File: src/design/sdfs_pkg.sv
`default_nettype none
package sdfs_pkg;

  localparam int unsigned MAX_DIGITS  = 10;
  localparam int unsigned DIGIT_CNT_W = 4;
  localparam int unsigned Q_DEPTH     = 2;
  localparam int unsigned Q_PTR_W     = 1;
  localparam int unsigned Q_CNT_W     = 2;

  localparam logic [7:0]  TERM_BYTE   = 8'd200;
  localparam logic [7:0]  ASCII_ZERO  = 8'd48;
  localparam logic [7:0]  MINUS_SIGN  = 8'd45;
  // floor(x / 10) == (x * RECIP_TEN) >> RECIP_SHIFT for every 32-bit x
  localparam logic [31:0] RECIP_TEN   = 32'hCCCC_CCCD;
  localparam int unsigned RECIP_SHIFT = 35;

  typedef struct packed {
    logic signed [31:0] value;
    logic [7:0]         header_byte;
    logic               framed;
  } in_t;

  typedef struct packed {
    logic [7:0] out_byte;
    logic       last;
  } out_t;

  typedef struct packed {
    logic [7:0]                      header_byte;
    logic                            framed;
    logic                            negative;
    logic [MAX_DIGITS-1:0][3:0]      digits;
    logic [DIGIT_CNT_W-1:0]          nd;
  } job_t;

  typedef enum logic [1:0] {
    F_IDLE,
    F_MUL,
    F_DIV,
    F_PUSH
  } front_state_e;

  typedef enum logic [2:0] {
    B_IDLE,
    B_HEAD,
    B_SIGN,
    B_DIGIT,
    B_TERM
  } back_state_e;

endpackage
`default_nettype wire

File: src/design/sdfs_front.sv
`default_nettype none
module sdfs_front (
  input  wire logic         clk_i,
  input  wire logic         rst_ni,
  input  wire logic         start,
  output logic              busy,
  input  wire sdfs_pkg::in_t item_i,
  input  wire logic         q_full_i,
  output logic              push_o,
  output sdfs_pkg::job_t    job_o
);

  sdfs_pkg::front_state_e state_q, state_d;

  logic [31:0]                          mag_q, mag_d;
  logic [63:0]                          prod_q;
  logic [7:0]                           header_q;
  logic                                 framed_q;
  logic                                 neg_q;
  logic [sdfs_pkg::MAX_DIGITS-1:0][3:0] digits_q;
  logic [sdfs_pkg::DIGIT_CNT_W-1:0]     nd_q;

  logic        accept;
  logic [28:0] quot;
  logic [31:0] quot_x10;
  logic [31:0] rem_full;

  assign accept   = (state_q == sdfs_pkg::F_IDLE) && start;
  assign quot     = prod_q[63:sdfs_pkg::RECIP_SHIFT];
  assign quot_x10 = {quot, 3'b000} + {2'b00, quot, 1'b0};
  assign rem_full = mag_q - quot_x10;

  // next state
  always_comb begin
    state_d = state_q;
    case (state_q)
      sdfs_pkg::F_IDLE: if (start) state_d = sdfs_pkg::F_MUL;
      sdfs_pkg::F_MUL:  state_d = sdfs_pkg::F_DIV;
      sdfs_pkg::F_DIV:  state_d = (quot == '0) ? sdfs_pkg::F_PUSH : sdfs_pkg::F_MUL;
      sdfs_pkg::F_PUSH: if (!q_full_i) state_d = sdfs_pkg::F_IDLE;
      default:          state_d = sdfs_pkg::F_IDLE;
    endcase
  end

  // outputs
  always_comb begin
    busy   = (state_q != sdfs_pkg::F_IDLE);
    push_o = (state_q == sdfs_pkg::F_PUSH) && !q_full_i;
    job_o.header_byte = header_q;
    job_o.framed      = framed_q;
    job_o.negative    = neg_q;
    job_o.digits      = digits_q;
    job_o.nd          = nd_q;
  end

  // magnitude in unsigned arithmetic: the most negative value stays exact
  always_comb begin
    mag_d = mag_q;
    if (accept) begin
      mag_d = item_i.value[31] ? (32'd0 - item_i.value) : item_i.value;
    end else if (state_q == sdfs_pkg::F_DIV) begin
      mag_d = {3'b000, quot};
    end
  end

  always_ff @(posedge clk_i or negedge rst_ni) begin
    if (!rst_ni) begin
      state_q <= sdfs_pkg::F_IDLE;
      nd_q    <= '0;
    end else begin
      state_q <= state_d;
      if (accept) begin
        nd_q <= '0;
      end else if (state_q == sdfs_pkg::F_DIV) begin
        nd_q <= nd_q + 1'b1;
      end
    end
  end

  always_ff @(posedge clk_i) begin
    mag_q <= mag_d;
    if (accept) begin
      header_q <= item_i.header_byte;
      framed_q <= item_i.framed;
      neg_q    <= item_i.value[31];
    end
    if (state_q == sdfs_pkg::F_MUL) begin
      prod_q <= mag_q * sdfs_pkg::RECIP_TEN;
    end
    if (state_q == sdfs_pkg::F_DIV) begin
      digits_q[nd_q] <= rem_full[3:0];
    end
  end

endmodule
`default_nettype wire

File: src/design/sdfs_queue.sv
`default_nettype none
module sdfs_queue (
  input  wire logic           clk_i,
  input  wire logic           rst_ni,
  input  wire logic           push_i,
  input  wire sdfs_pkg::job_t push_job_i,
  input  wire logic           pop_i,
  output logic                full_o,
  output logic                empty_o,
  output sdfs_pkg::job_t      head_o
);

  sdfs_pkg::job_t entries_q [sdfs_pkg::Q_DEPTH];

  logic [sdfs_pkg::Q_PTR_W-1:0] wr_ptr_q, rd_ptr_q;
  logic [sdfs_pkg::Q_CNT_W-1:0] count_q;

  localparam logic [sdfs_pkg::Q_PTR_W-1:0] LastPtr = sdfs_pkg::Q_PTR_W'(sdfs_pkg::Q_DEPTH - 1);
  localparam logic [sdfs_pkg::Q_CNT_W-1:0] FullCnt = sdfs_pkg::Q_CNT_W'(sdfs_pkg::Q_DEPTH);

  assign full_o  = (count_q == FullCnt);
  assign empty_o = (count_q == '0);
  assign head_o  = entries_q[rd_ptr_q];

  always_ff @(posedge clk_i or negedge rst_ni) begin
    if (!rst_ni) begin
      wr_ptr_q <= '0;
      rd_ptr_q <= '0;
      count_q  <= '0;
    end else begin
      if (push_i) begin
        wr_ptr_q <= (wr_ptr_q == LastPtr) ? '0 : wr_ptr_q + 1'b1;
      end
      if (pop_i) begin
        rd_ptr_q <= (rd_ptr_q == LastPtr) ? '0 : rd_ptr_q + 1'b1;
      end
      if (push_i && !pop_i) begin
        count_q <= count_q + 1'b1;
      end else if (pop_i && !push_i) begin
        count_q <= count_q - 1'b1;
      end
    end
  end

  always_ff @(posedge clk_i) begin
    if (push_i) begin
      entries_q[wr_ptr_q] <= push_job_i;
    end
  end

endmodule
`default_nettype wire

File: src/design/sdfs_back.sv
`default_nettype none
module sdfs_back (
  input  wire logic           clk_i,
  input  wire logic           rst_ni,
  input  wire logic           q_empty_i,
  input  wire sdfs_pkg::job_t head_i,
  output logic                pop_o,
  output logic                strobe_o,
  output sdfs_pkg::out_t      result_o
);

  sdfs_pkg::back_state_e state_q, state_d;

  sdfs_pkg::job_t                   job_q;
  logic [sdfs_pkg::DIGIT_CNT_W-1:0] idx_q;
  sdfs_pkg::out_t                   res_q, res_d;
  logic                             strobe_q, strobe_d;

  assign pop_o    = (state_q == sdfs_pkg::B_IDLE) && !q_empty_i;
  assign strobe_o = strobe_q;
  assign result_o = res_q;

  // next state
  always_comb begin
    state_d = state_q;
    case (state_q)
      sdfs_pkg::B_IDLE: begin
        if (!q_empty_i) begin
          if (head_i.framed)        state_d = sdfs_pkg::B_HEAD;
          else if (head_i.negative) state_d = sdfs_pkg::B_SIGN;
          else                      state_d = sdfs_pkg::B_DIGIT;
        end
      end
      sdfs_pkg::B_HEAD:  state_d = job_q.negative ? sdfs_pkg::B_SIGN : sdfs_pkg::B_DIGIT;
      sdfs_pkg::B_SIGN:  state_d = sdfs_pkg::B_DIGIT;
      sdfs_pkg::B_DIGIT: begin
        if (idx_q == '0) begin
          state_d = job_q.framed ? sdfs_pkg::B_TERM : sdfs_pkg::B_IDLE;
        end
      end
      sdfs_pkg::B_TERM:  state_d = sdfs_pkg::B_IDLE;
      default:           state_d = sdfs_pkg::B_IDLE;
    endcase
  end

  // outputs
  always_comb begin
    strobe_d      = 1'b1;
    res_d.out_byte = '0;
    res_d.last     = 1'b0;
    case (state_q)
      sdfs_pkg::B_IDLE:  strobe_d = 1'b0;
      sdfs_pkg::B_HEAD:  res_d.out_byte = job_q.header_byte;
      sdfs_pkg::B_SIGN:  res_d.out_byte = sdfs_pkg::MINUS_SIGN;
      sdfs_pkg::B_DIGIT: begin
        res_d.out_byte = sdfs_pkg::ASCII_ZERO + {4'h0, job_q.digits[idx_q]};
        res_d.last     = (idx_q == '0) && !job_q.framed;
      end
      sdfs_pkg::B_TERM: begin
        res_d.out_byte = sdfs_pkg::TERM_BYTE;
        res_d.last     = 1'b1;
      end
      default:           strobe_d = 1'b0;
    endcase
  end

  always_ff @(posedge clk_i or negedge rst_ni) begin
    if (!rst_ni) begin
      state_q  <= sdfs_pkg::B_IDLE;
      strobe_q <= 1'b0;
      idx_q    <= '0;
    end else begin
      state_q  <= state_d;
      strobe_q <= strobe_d;
      if (pop_o) begin
        idx_q <= head_i.nd - 1'b1;
      end else if (state_q == sdfs_pkg::B_DIGIT && idx_q != '0) begin
        idx_q <= idx_q - 1'b1;
      end
    end
  end

  always_ff @(posedge clk_i) begin
    res_q <= res_d;
    if (pop_o) begin
      job_q <= head_i;
    end
  end

endmodule
`default_nettype wire

File: src/design/signed_decimal_frame_sender.sv
// Signed decimal frame sender. Present a word on item_i with start high;
// it is taken at the rising edge where start is high and busy is low. The
// block answers with a run of bytes on result_o, one per strobe_o cycle,
// most significant digit first: header byte (framed only), '-' for a
// negative value, the ASCII digits with no leading zeros (a lone '0' for
// zero), then terminator 200 (framed only); result_o.last marks the final
// byte. -2147483648 prints in full. The receiver cannot stall: every
// strobe_o cycle is a delivered byte, so it must take one byte per cycle.
// The converter peels one digit per multiply and divide step (F_MUL,
// then F_DIV) with a 32x32 reciprocal multiply by ten, for 1..10 digits;
// busy stays high from the accepting edge until the run is pushed, and
// no new word is taken before then. The converted run waits in a two-entry
// queue; the byte sender emits one byte per cycle (1..13 bytes) and
// returns to idle between runs. busy also stays high while a finished
// conversion waits for a queue slot.
`default_nettype none
module signed_decimal_frame_sender (
  input  wire logic           clk_i,
  input  wire logic           rst_ni,
  input  wire logic           start,
  output logic                busy,
  input  wire sdfs_pkg::in_t  item_i,
  output logic                strobe_o,
  output sdfs_pkg::out_t      result_o
);

  logic           q_full;
  logic           q_empty;
  logic           push;
  logic           pop;
  sdfs_pkg::job_t push_job;
  sdfs_pkg::job_t head_job;

  // Front: accept the word, split the magnitude into decimal digits.
  sdfs_front u_front (
    .clk_i    (clk_i),
    .rst_ni   (rst_ni),
    .start    (start),
    .busy     (busy),
    .item_i   (item_i),
    .q_full_i (q_full),
    .push_o   (push),
    .job_o    (push_job)
  );

  // Hold converted runs so conversion and sending proceed on their own.
  sdfs_queue u_queue (
    .clk_i      (clk_i),
    .rst_ni     (rst_ni),
    .push_i     (push),
    .push_job_i (push_job),
    .pop_i      (pop),
    .full_o     (q_full),
    .empty_o    (q_empty),
    .head_o     (head_job)
  );

  // Back: serialize header, sign, digits and terminator, one byte a cycle.
  sdfs_back u_back (
    .clk_i     (clk_i),
    .rst_ni    (rst_ni),
    .q_empty_i (q_empty),
    .head_i    (head_job),
    .pop_o     (pop),
    .strobe_o  (strobe_o),
    .result_o  (result_o)
  );

endmodule
`default_nettype wire

File: config.mk
export PLATFORM = sky130hd
export DESIGN_NAME = signed_decimal_frame_sender
export DESIGN_NICKNAME = d
export VERILOG_FILES = /design/src/design/sdfs_pkg.sv /design/src/design/sdfs_front.sv /design/src/design/sdfs_queue.sv /design/src/design/sdfs_back.sv /design/src/design/signed_decimal_frame_sender.sv
export SDC_FILE = /design/constraint.sdc
export NUM_CORES = 1
export LEC_CHECK = 0
export ABC_CLOCK_PERIOD_IN_PS = 8000
export BUFFER_PORTS_ARGS = -buffer_cell sky130_fd_sc_hd__clkbuf_2
export CORE_ASPECT_RATIO = 1.2
export CORE_MARGIN = 8
export CORE_UTILIZATION = 35
export DETAILED_ROUTE_END_ITERATION = 8
export PLACE_DENSITY = 0.59
export SETUP_SLACK_MARGIN = 0.1
export SLEW_MARGIN = 20
export SYNTH_ARGS = -nofsm -noshare
export SYNTH_HDL_FRONTEND = slang
export SYNTH_HIERARCHICAL = 1
export SYNTH_SLANG_ARGS = --single-unit
File: constraint.sdc
create_clock -name clk_i -period 8 [get_ports clk_i]
set_clock_uncertainty 0.05 [all_clocks]
set_input_delay 0.8 -clock clk_i [delete_from_list [all_inputs] [get_ports clk_i]]
set_output_delay 0.8 -clock clk_i [all_outputs]
set_load 0.1 [all_outputs]
==> results.md, run 1 <==
* Status: finished, final reports clean
* Share of post-route cells with drive strength above 1 at 9.29%
* Die Y at 330 microns
* CTS clk-pin slew, worst paths at 0.06 ns
* DRT iter0 DRCs at 1040
* Flops & latches, synth at 296
* Total track usage at 17.8%
* CTS Root Cell: clkbuf_16
* Vias in the first global route at 19400
* Top_reg_cell synth: edfxtp_1
* Vias after detailed routing at 17800
* Routed WL per cell at 22.8 microns
* Synth unique cells at 72
* Max-cap violations at 0
* DP HPWL at 70.6 mm
* Origin of the critical flop-to-flop path: u_front/mag_q[21]$_DFFE_PP_
* Die width at 277 microns
* Crit end category: flop
* Buffers on Ports at 54
* Commonest cells after routing, fill and taps aside: inv_1, fa_1, ha_1
* Initial Utilization at 35.2%
* Syn nets at 3199
* Layout Nets at 3295
* Hold buffers post-CTS at 0
* Crit path launch: u_front/mag_q[21]$_DFFE_PP_
* Fin Setup TNS at 0 ns
* Avg Vias per Cell at 4.98
* Slew Limit Fails at 0
* Critical Path AT at 7.98 ns
* DRC viols at 0
* Mapped Area at 28700 sq um
* Floorplan core area at 81600 sq um
* Routed wire length at 81.8 mm
* Slew headroom at 17.2%
* Final setup violation count at 0
* Num CTS Buffers at 31
* H-tree depth at 1
* Total gr overflow at 0
* Gpl congestion at 0.964
* Period utilization at 96.1%
* Highest routed layer: met4
* Fmax at 130 MHz
* Metal2 WL at 42.6 mm
* Post-synth ARST share at 6.08%
* Pin count of the biggest net entering global routing at 61
* Clk sinks at 296
* Global-route wire length before repair at 122 mm
* YS warnings at 6
* CTS tree: built
* Worst setup path category: flop to flop
* Synthesized area per cell at 11.9 sq um
* Reg2reg path depth at 22
* Slew @ Worst Pin at 1.23 ns
* Clk_lat worst skew at 0.60 ns
* Clk buf depth at 3
* Cell count after synthesis at 2412
* Fin. Hold Viols at 0
* Std cell rows at 115
* Initial antenna violation count at 1
* CP Max Fanout at 6
* Commonest non-fill, non-tap cell in the layout: inv_1
* Post-DRT Antenna Nets at 0
* N_diodes at 0
* Min cycle time layout at 7.69 ns
* Detailed Routing Iterations Pass 1 at 5
* HP Class: input port to async pin
* Met1 WL at 31.3 mm
* Req. time, crit path at 8.28 ns
* I/O pin count at 55
* Die area at 91500 sq um
* RSZ-0062 raised after global routing: yes
* Startpoint types: flop
* Sequential-to-total area share from yosys stat at 30.3%
* Met3 Routed Length at 2.61 mm
* Syn-to-layout area delta at 9.29%
* Post-synth EDFFs at 269
[critical path, cell delays in order, from the launching register on]
cell      delay (ns)
edfxtp_1        0.59
ha_2            0.37
buf_4           0.18
ha_1            0.29
fa_1            0.64
inv_1           0.10
fa_1            0.55
inv_1           0.06
fa_1            0.50
fa_1            0.58
fa_1            0.43
fa_1            0.64
ha_1            0.34
a21oi_1         0.22
o21ai_0         0.20
nor3_1          0.21
o21ai_0         0.21
nand3_1         0.27
nand2_1         0.18
a211oi_1        0.28
buf_4           0.17
a21oi_1         0.07
o311a_1         0.28
[Yosys cell counts, types with 3 or more instances]
library cell | instances | area share (%)
a21o_1 | 39 | 1.0
o211ai_1 | 8 | 0.21
a211oi_1 | 11 | 0.29
a31oi_1 | 4 | 0.087
buf_6 | 5 | 0.20
nor2_1 | 41 | 0.54
nor3_1 | 13 | 0.23
mux2i_1 | 16 | 0.56
nor4_4 | 3 | 0.22
dfrtp_1 | 18 | 1.6
nor2b_1 | 14 | 0.31
a21oi_1 | 87 | 1.5
buf_12 | 5 | 0.35
edfxtp_1 | 269 | 28
mux2_2 | 5 | 0.20
and2_1 | 19 | 0.41
ha_1 | 357 | 16
or4_1 | 3 | 0.078
or2_2 | 5 | 0.11
fa_1 | 386 | 27
nand2_1 | 99 | 1.3
dfxtp_1 | 9 | 0.63
xnor2_1 | 42 | 1.3
nand3_1 | 20 | 0.35
o221ai_1 | 3 | 0.092
and3_1 | 10 | 0.22
nand4b_1 | 3 | 0.092
inv_1 | 557 | 7.3
nand4_1 | 23 | 0.50
buf_4 | 5 | 0.13
o41ai_1 | 8 | 0.24
o21ai_1 | 5 | 0.087
nor4_1 | 10 | 0.22
o21bai_1 | 5 | 0.13
o21ai_0 | 73 | 1.3
a41oi_1 | 3 | 0.092
nand3b_1 | 3 | 0.078
o21a_1 | 9 | 0.24
clkbuf_1 | 26 | 0.34
xor2_1 | 76 | 2.3
a311oi_1 | 3 | 0.092
mux2_4 | 49 | 2.6
o31ai_1 | 14 | 0.37
nand2b_1 | 10 | 0.22
[cells by family (layout without fill, tap and decap cells)]
kind of cell,count (synthesis),after routing,synth area share (%)
DFF,296,296,30.3
AOI/OAI and AO/OA,289,289,6.27
buffers and inverters,602,719,8.36
xor gates and xnor gates,118,118,3.60
and+or+nand+nor,291,291,5.37
adders and majority gates,743,743,42.5
muxes,73,73,3.58
[state kept, by name (all words and copies together) (netlist names)]
| register | cells |
|---|---|
| u_front/header_q | 8 |
| u_queue/count_q | 2 |
| u_front/job_o | 40 |
| u_queue/entries_q | 108 |
| u_back/idx_q | 4 |
| u_back/result_o | 9 |
| u_front/framed_q | 1 |
| u_back/state_q | 3 |
| u_front/prod_q | 29 |
| u_front/mag_q | 32 |
| u_front/nd_q | 4 |
| u_queue/wr_ptr_q | 1 |
| u_back/job_q | 50 |
| u_queue/rd_ptr_q | 1 |
| u_front/state_q | 2 |
| u_front/neg_q | 1 |
| u_back/strobe_o | 1 |
[routing by layer]
layer | track usage [%] | up-vias
met4 | 9.83 | 0
met1 | 20.3 | 9094
li1 | - | 8138
met5 | 0 | -
met3 | 1.56 | 147
met2 | 32.8 | 443
[final timing paths]
path                                                      to  slack, ns
setup / recovery                u_front/prod_q[61]$_DFFE_PN_       0.31
hold / removal                     u_back/strobe_o$_DFF_PN0_       0.15
setup reg to reg                u_front/prod_q[61]$_DFFE_PN_       0.31
hold reg to reg            u_queue/entries_q[1][5]$_DFFE_PP_       0.39
max in group asynchronous       u_queue/rd_ptr_q$_DFFE_PN0P_       7.32
min in group clk_i             u_front/header_q[7]$_DFFE_PP_       0.35
[final cells by class]
cell class | count | area (sq um)
inverters | 558 | 2090
clock inverters | 17 | 149
fillers | 7820 | 50200
well taps | 1053 | 1320
repair buffers | 107 | 668
flip-flops and latches | 296 | 8710
clock buffers | 37 | 798
multi-input cells | 1514 | 17600
[stage by stage]
stage	utilization, %	cells	cell area, sq um	hold slack (ns)	setup WS (ns)
after floorplan	-	2412	28700	0.371	1.12
after detailed placement	37.2	3525	30400	0.380	0.216
after CTS	38.4	3579	31300	0.118	0.194
after global placement	37.2	3525	30400	0.372	0.318
after global routing	38.5	3582	31400	0.146	0.0984
final	38.5	3582	31400	0.151	0.309
[timing repair]
item / 4_1_cts / 5_1_grt
setup endpoints to repair: 0 / 7
buffers inserted: 0 / 3
gates resized for setup: 0 / 7
Power of run 1 is left out: the tool's default activity adds up to more than one toggle a clock period on the data nets, which glitch-free logic cannot reach.
==> inputs of run 2 (changes only) <==
--- a/config.mk
+++ b/config.mk
@@ -5,13 +5,13 @@
 export SDC_FILE = /design/constraint.sdc
 export NUM_CORES = 1
 export LEC_CHECK = 0
-export ABC_CLOCK_PERIOD_IN_PS = 8000
+export ABC_CLOCK_PERIOD_IN_PS = 6200
 export BUFFER_PORTS_ARGS = -buffer_cell sky130_fd_sc_hd__clkbuf_2
 export CORE_ASPECT_RATIO = 1.2
-export CORE_MARGIN = 8
+export CORE_MARGIN = 2
 export CORE_UTILIZATION = 35
 export DETAILED_ROUTE_END_ITERATION = 8
-export PLACE_DENSITY = 0.59
+export PLACE_DENSITY = 0.6
 export SETUP_SLACK_MARGIN = 0.1
 export SLEW_MARGIN = 20
 export SYNTH_ARGS = -nofsm -noshare
==> constraint.sdc (replaced) <==
create_clock -name clk_i -period 6.2 [get_ports clk_i]
set_clock_uncertainty 0.05 [all_clocks]
set_input_delay 0.62 -clock clk_i [delete_from_list [all_inputs] [get_ports clk_i]]
set_output_delay 0.62 -clock clk_i [all_outputs]
set_load 0.1 [all_outputs]
==> results.md, run 2 (synthesis gave the netlist of run 1 again) <==
* Buffers on Ports at 54
* DRC viols at 0
* Origin of the critical flop-to-flop path: u_front/mag_q[16]$_DFFE_PP_
* Most flop-heavy register: u_queue/entries_q
* Vias after detailed routing at 19200
* CP dominant cell by count: fa_1
* Die width at 265 microns
* Fin Setup TNS at -20.91 ns
* Slew headroom at 22.5%
* N_diodes at 0
* Pin count of the biggest net entering global routing at 61
* Clk_lat worst skew at 0.57 ns
* CP Depth at 24
* Num CTS Buffers at 34
* Crit-path cells: ha_4, inv_4, fa_1, inv_2, fa_1, inv_2, fa_1, inv_2, fa_1, fa_1, fa_1, fa_1, ha_4, buf_4, nand2_1, o22a_1, a211o_1, nand4b_1, o211ai_1, buf_4, a211oi_4, nor2_2, o41ai_2, a21oi_1
* Crit end category: flop
* Vias in the first global route at 21200
* Register Area at 8710 sq um
* H-tree depth at 2
* Slowest CP cell: fa_1
* Slowest cell delay on critical path at 0.58 ns
* Violated checks: setup timing
* Area of the multi-input gates at 18700 sq um
* Gpl congestion at 1.00
* Layout Nets at 3674
* Min cycle time layout at 7.17 ns
* Fin. Hold Viols at 0
* Worst hold margin at 0.217 ns
* Avg Vias per Cell at 4.84
* Syn-to-layout area delta at 24.1%
* Floorplan core area at 81600 sq um
* HP Class: input port to flop
* Largest register FFs at 108
* CP Max Fanout at 4
* Clk sinks at 296
* Slew @ Worst Pin at 1.15 ns
* Final-layout fill cell count at 7584
* Clk buf depth at 3
* Setup ws final at -0.971 ns
* Critical Path AT at 7.40 ns
* DP HPWL at 74.5 mm
* Startpoint types: flop
* Worst setup path category: flop to flop
* Commonest non-fill, non-tap cell in the layout: inv_1
* CP top delay family: adder cells
* CTS tree: built
* DRT iter0 DRCs at 848
* Std cell rows at 115
* Initial antenna violation count at 0
* Crit path launch: u_front/mag_q[16]$_DFFE_PP_
* Slew Limit Fails at 0
* Routed wire length at 85.9 mm
* Routed WL per cell at 21.7 microns
* Initial Utilization at 35.2%
* Reg2reg path depth at 24
* CTS clk-pin slew, worst paths at 0.06 ns
* Die Y at 318 microns
* Commonest cells after routing, fill and taps aside: inv_1, buf_4, fa_1
* Crit path to: u_front/prod_q[54]$_DFFE_PN_
* Critical path buffer and inverter count at 6
* Period utilization at 116%
* Global-route wire length before repair at 129 mm
* Max-cap violations at 0
* CTS Root Cell: clkbuf_16
* Share of post-route cells with drive strength above 1 at 27.4%
* Endpoint of the worst register-to-register path: u_front/prod_q[54]$_DFFE_PN_
* I/O pin count at 55
* Status: finished, violations left
* Final setup violation count at 29
* Req. time, crit path at 6.43 ns
* Total gr overflow at 0
* Total track usage at 20.6%
* Die area at 84300 sq um
* Post-DRT Antenna Nets at 0
* R2r setup slk at -0.97 ns
* RSZ-0062 raised after global routing: yes
* Fmax at 139 MHz
* Detailed Routing Iterations Pass 1 at 6
==> run 2: area by class of cell <==
class                      count  share of cell area [%]
clock buffer                  42                    2.68
clock inverter                20                   0.580
inverter                     558                    5.90
multi-input combinational   1514                    52.5
sequential                   296                    24.5
tap                         1053                    3.70
timing repair buffer         483                    10.2
==> run 2: repair_timing <==
action	4_1_cts	5_1_grt
pin swaps	77	35
setup buffers	44	17
hold buffers	1	0
resized for setup	129	49
endpoints found under the hold margin	17	0
endpoints found under the setup margin	29	29
==> run 2: through the flow <==
step	setup WS, ns	util [%]	area (sq um)	std cells
2_1_floorplan	-0.369	-	29200	2412
3_3_place_gp	-1.18	40.7	33200	3846
3_5_place_dp	-1.14	40.7	33200	3846
4_1_cts	-0.864	43.3	35300	3951
5_1_grt	-1.15	43.7	35600	3966
6_report	-0.971	43.7	35600	3966
==> run 2: layer usage <==
| metal | GRT usage (%) | vias to the layer above | share of wire [%] |
|---|---|---|---|
| met1 | 23.4 | 9847 | 39 |
| met5 | 0 | - | 0 |
| met4 | 9.59 | 0 | 5.2 |
| li1 | - | 8904 | - |
| met3 | 1.84 | 135 | 2.2 |
| met2 | 38.7 | 292 | 54 |
==> run 2: worst min path at each step <==
stage,start,to,cells past startpoint
after floorplan,rst_ni,u_back/idx_q[0]$_DFFE_PN0P_,0
after global placement,u_front/job_o[32]$_DFFE_PP_,u_queue/entries_q[1][32]$_DFFE_PP_,0
after detailed placement,u_front/job_o[32]$_DFFE_PP_,u_queue/entries_q[0][32]$_DFFE_PP_,0
after CTS,item_i[6],u_front/header_q[5]$_DFFE_PP_,1
after global routing,item_i[6],u_front/header_q[5]$_DFFE_PP_,1
final,item_i[6],u_front/header_q[5]$_DFFE_PP_,1
==> run 2: worst register-to-register path: cells and delay by family (launching register included) <==
family / cells / cell delay (ns)
AOI/OAI and AO/OA: 6 / 1.30
adders and majority gates: 9 / 4.24
buffers and inverters: 6 / 0.47
DFF: 1 / 0.52
and+or+nand+nor: 3 / 0.29
Power of run 2 is left out for the same reason.
==> inputs of run 3 (changes only) <==
--- a/config.mk
+++ b/config.mk
@@ -7,11 +7,12 @@
 export LEC_CHECK = 0
 export ABC_CLOCK_PERIOD_IN_PS = 6200
 export BUFFER_PORTS_ARGS = -buffer_cell sky130_fd_sc_hd__clkbuf_2
+export CAP_MARGIN = 20
 export CORE_ASPECT_RATIO = 1.2
 export CORE_MARGIN = 2
 export CORE_UTILIZATION = 35
 export DETAILED_ROUTE_END_ITERATION = 8
-export PLACE_DENSITY = 0.6
+export PLACE_DENSITY_LB_ADDON = 0.15
 export SETUP_SLACK_MARGIN = 0.1
 export SLEW_MARGIN = 20
 export SYNTH_ARGS = -nofsm -noshare
==> results.md, run 3 (synthesis gave the netlist of run 1 again) <==
* Syn-to-layout area delta at 24.7%
* Max-cap violations at 0
* Slew @ Worst Pin at 1.08 ns
* Hold Crit Depth at 1
* Violated checks: setup timing
* Req. time, crit path at 6.51 ns
* CTS Root Cell: clkbuf_16
* Pin count of the biggest net entering global routing at 61
* Std cell rows at 115
* HP Class: input port to flop
* Initial antenna violation count at 0
* Critical Path AT at 7.45 ns
* CP Max Fanout at 5
* Detailed Routing Iterations Pass 1 at 5
* Final-layout fill cell count at 7677
* I/O pin count at 55
* Slowest cell delay on critical path at 0.56 ns
* Share of post-route cells with drive strength above 1 at 27.4%
* CP top delay family: adder cells
* CTS tree: built
* Initial Utilization at 35.2%
* Status: finished, violations left
* Vias in the first global route at 21200
* Crit end category: flop
* Floorplan core area at 81600 sq um
* H-tree depth at 1
* Die Y at 318 microns
* N_diodes at 0
* HP Start: item_i[2]
* Routed WL per cell at 22.6 microns
* Most flop-heavy register: u_queue/entries_q
* Placed instance area at 33400 sq um
* RSZ-0062 raised after global routing: yes
* Slew Limit Fails at 0
* CP dominant cell by count: fa_1
* Layout Nets at 3694
* Buffers on Ports at 54
* Slew headroom at 27.0%
* Commonest cells after routing, fill and taps aside: inv_1, buf_4, fa_1
* Clk_lat worst skew at 0.61 ns
* Fmax at 140 MHz
* Fin. Hold Viols at 0
* CP Depth at 27
* Gpl congestion at 0.936
* Die area at 84300 sq um
* Worst setup path category: flop to flop
* Reg2reg path depth at 27
* Clk sinks at 296
* Final std cells w/o fill at 3985
* DRT iter0 DRCs at 844
* Crit path launch: u_front/mag_q[13]$_DFFE_PP_
* Cell area after layout at 35800 sq um
* Global-route wire length before repair at 133 mm
* Origin of the critical flop-to-flop path: u_front/mag_q[13]$_DFFE_PP_
* Slowest CP cell: fa_1
* Largest register FFs at 108
* Placed cells at 3867
* Total track usage at 21.5%
* Avg Vias per Cell at 4.82
* CTS clk-pin slew, worst paths at 0.07 ns
* DRC viols at 0
* Vias after detailed routing at 19200
* Num CTS Buffers at 31
* Die width at 265 microns
* Final setup violation count at 29
* Commonest non-fill, non-tap cell in the layout: inv_1
* Routed wire length at 90.2 mm
* Total gr overflow at 0
* Clk buf depth at 3
* DP HPWL at 77.2 mm
* Worst hold margin at 0.155 ns
* Critical path buffer and inverter count at 9
* Post-DRT Antenna Nets at 0
* Startpoint types: flop
* Period utilization at 115%
* Min cycle time layout at 7.14 ns
* Setup ws final at -0.944 ns
[run 3: path summary, 6_finish.rpt]
path,end,slack (ns)
max,u_front/prod_q[50]$_DFFE_PN_,-0.94
min,u_front/header_q[1]$_DFFE_PP_,0.15
max reg2reg,u_front/prod_q[50]$_DFFE_PN_,-0.94
min reg2reg,u_queue/entries_q[0][4]$_DFFE_PP_,0.39
max in group asynchronous,u_queue/rd_ptr_q$_DFFE_PN0P_,5.13
min in group asynchronous,u_back/idx_q[0]$_DFFE_PN0P_,0.52
[run 3: per-layer routing]
layer | up-vias | global-route usage (%) | part of all wire, %
li1 | 8935 | - | -
met1 | 9712 | 24.0 | 37
met2 | 378 | 39.2 | 52
met3 | 164 | 2.57 | 3.3
met4 | 0 | 12.7 | 7.2
met5 | - | 0 | 0
[run 3: area by class of cell]
class / instances / area, sq um / area share, %
clock buffer: 33 / 783 / 2.19
clock inverter: 25 / 303 / 0.846
inverter: 558 / 2100 / 5.87
multi-input combinational: 1514 / 18700 / 52.3
sequential: 296 / 8710 / 24.3
tap: 1053 / 1320 / 3.68
timing repair buffer: 506 / 3850 / 10.8
[run 3: metrics by stage]
stage,setup WS [ns],setup TNS (ns),utilization (%)
floorplan,-0.369,-3.49,-
global placement,-1.48,-30.51,40.9
detailed placement,-1.46,-29.80,40.9
CTS,-1.06,-22.08,43.4
global route,-1.13,-27.38,43.9
finish,-0.944,-22.10,43.9
[run 3: what timing repair did]
item,4_1_cts,5_1_grt
gates resized for setup,114,64
setup endpoints to repair,29,29
pin swaps,77,62
setup buffers,39,22
gates cloned,0,0
endpoints found under the hold margin,18,0
hold buffers,1,0
Power of run 3 is left out for the same reason.
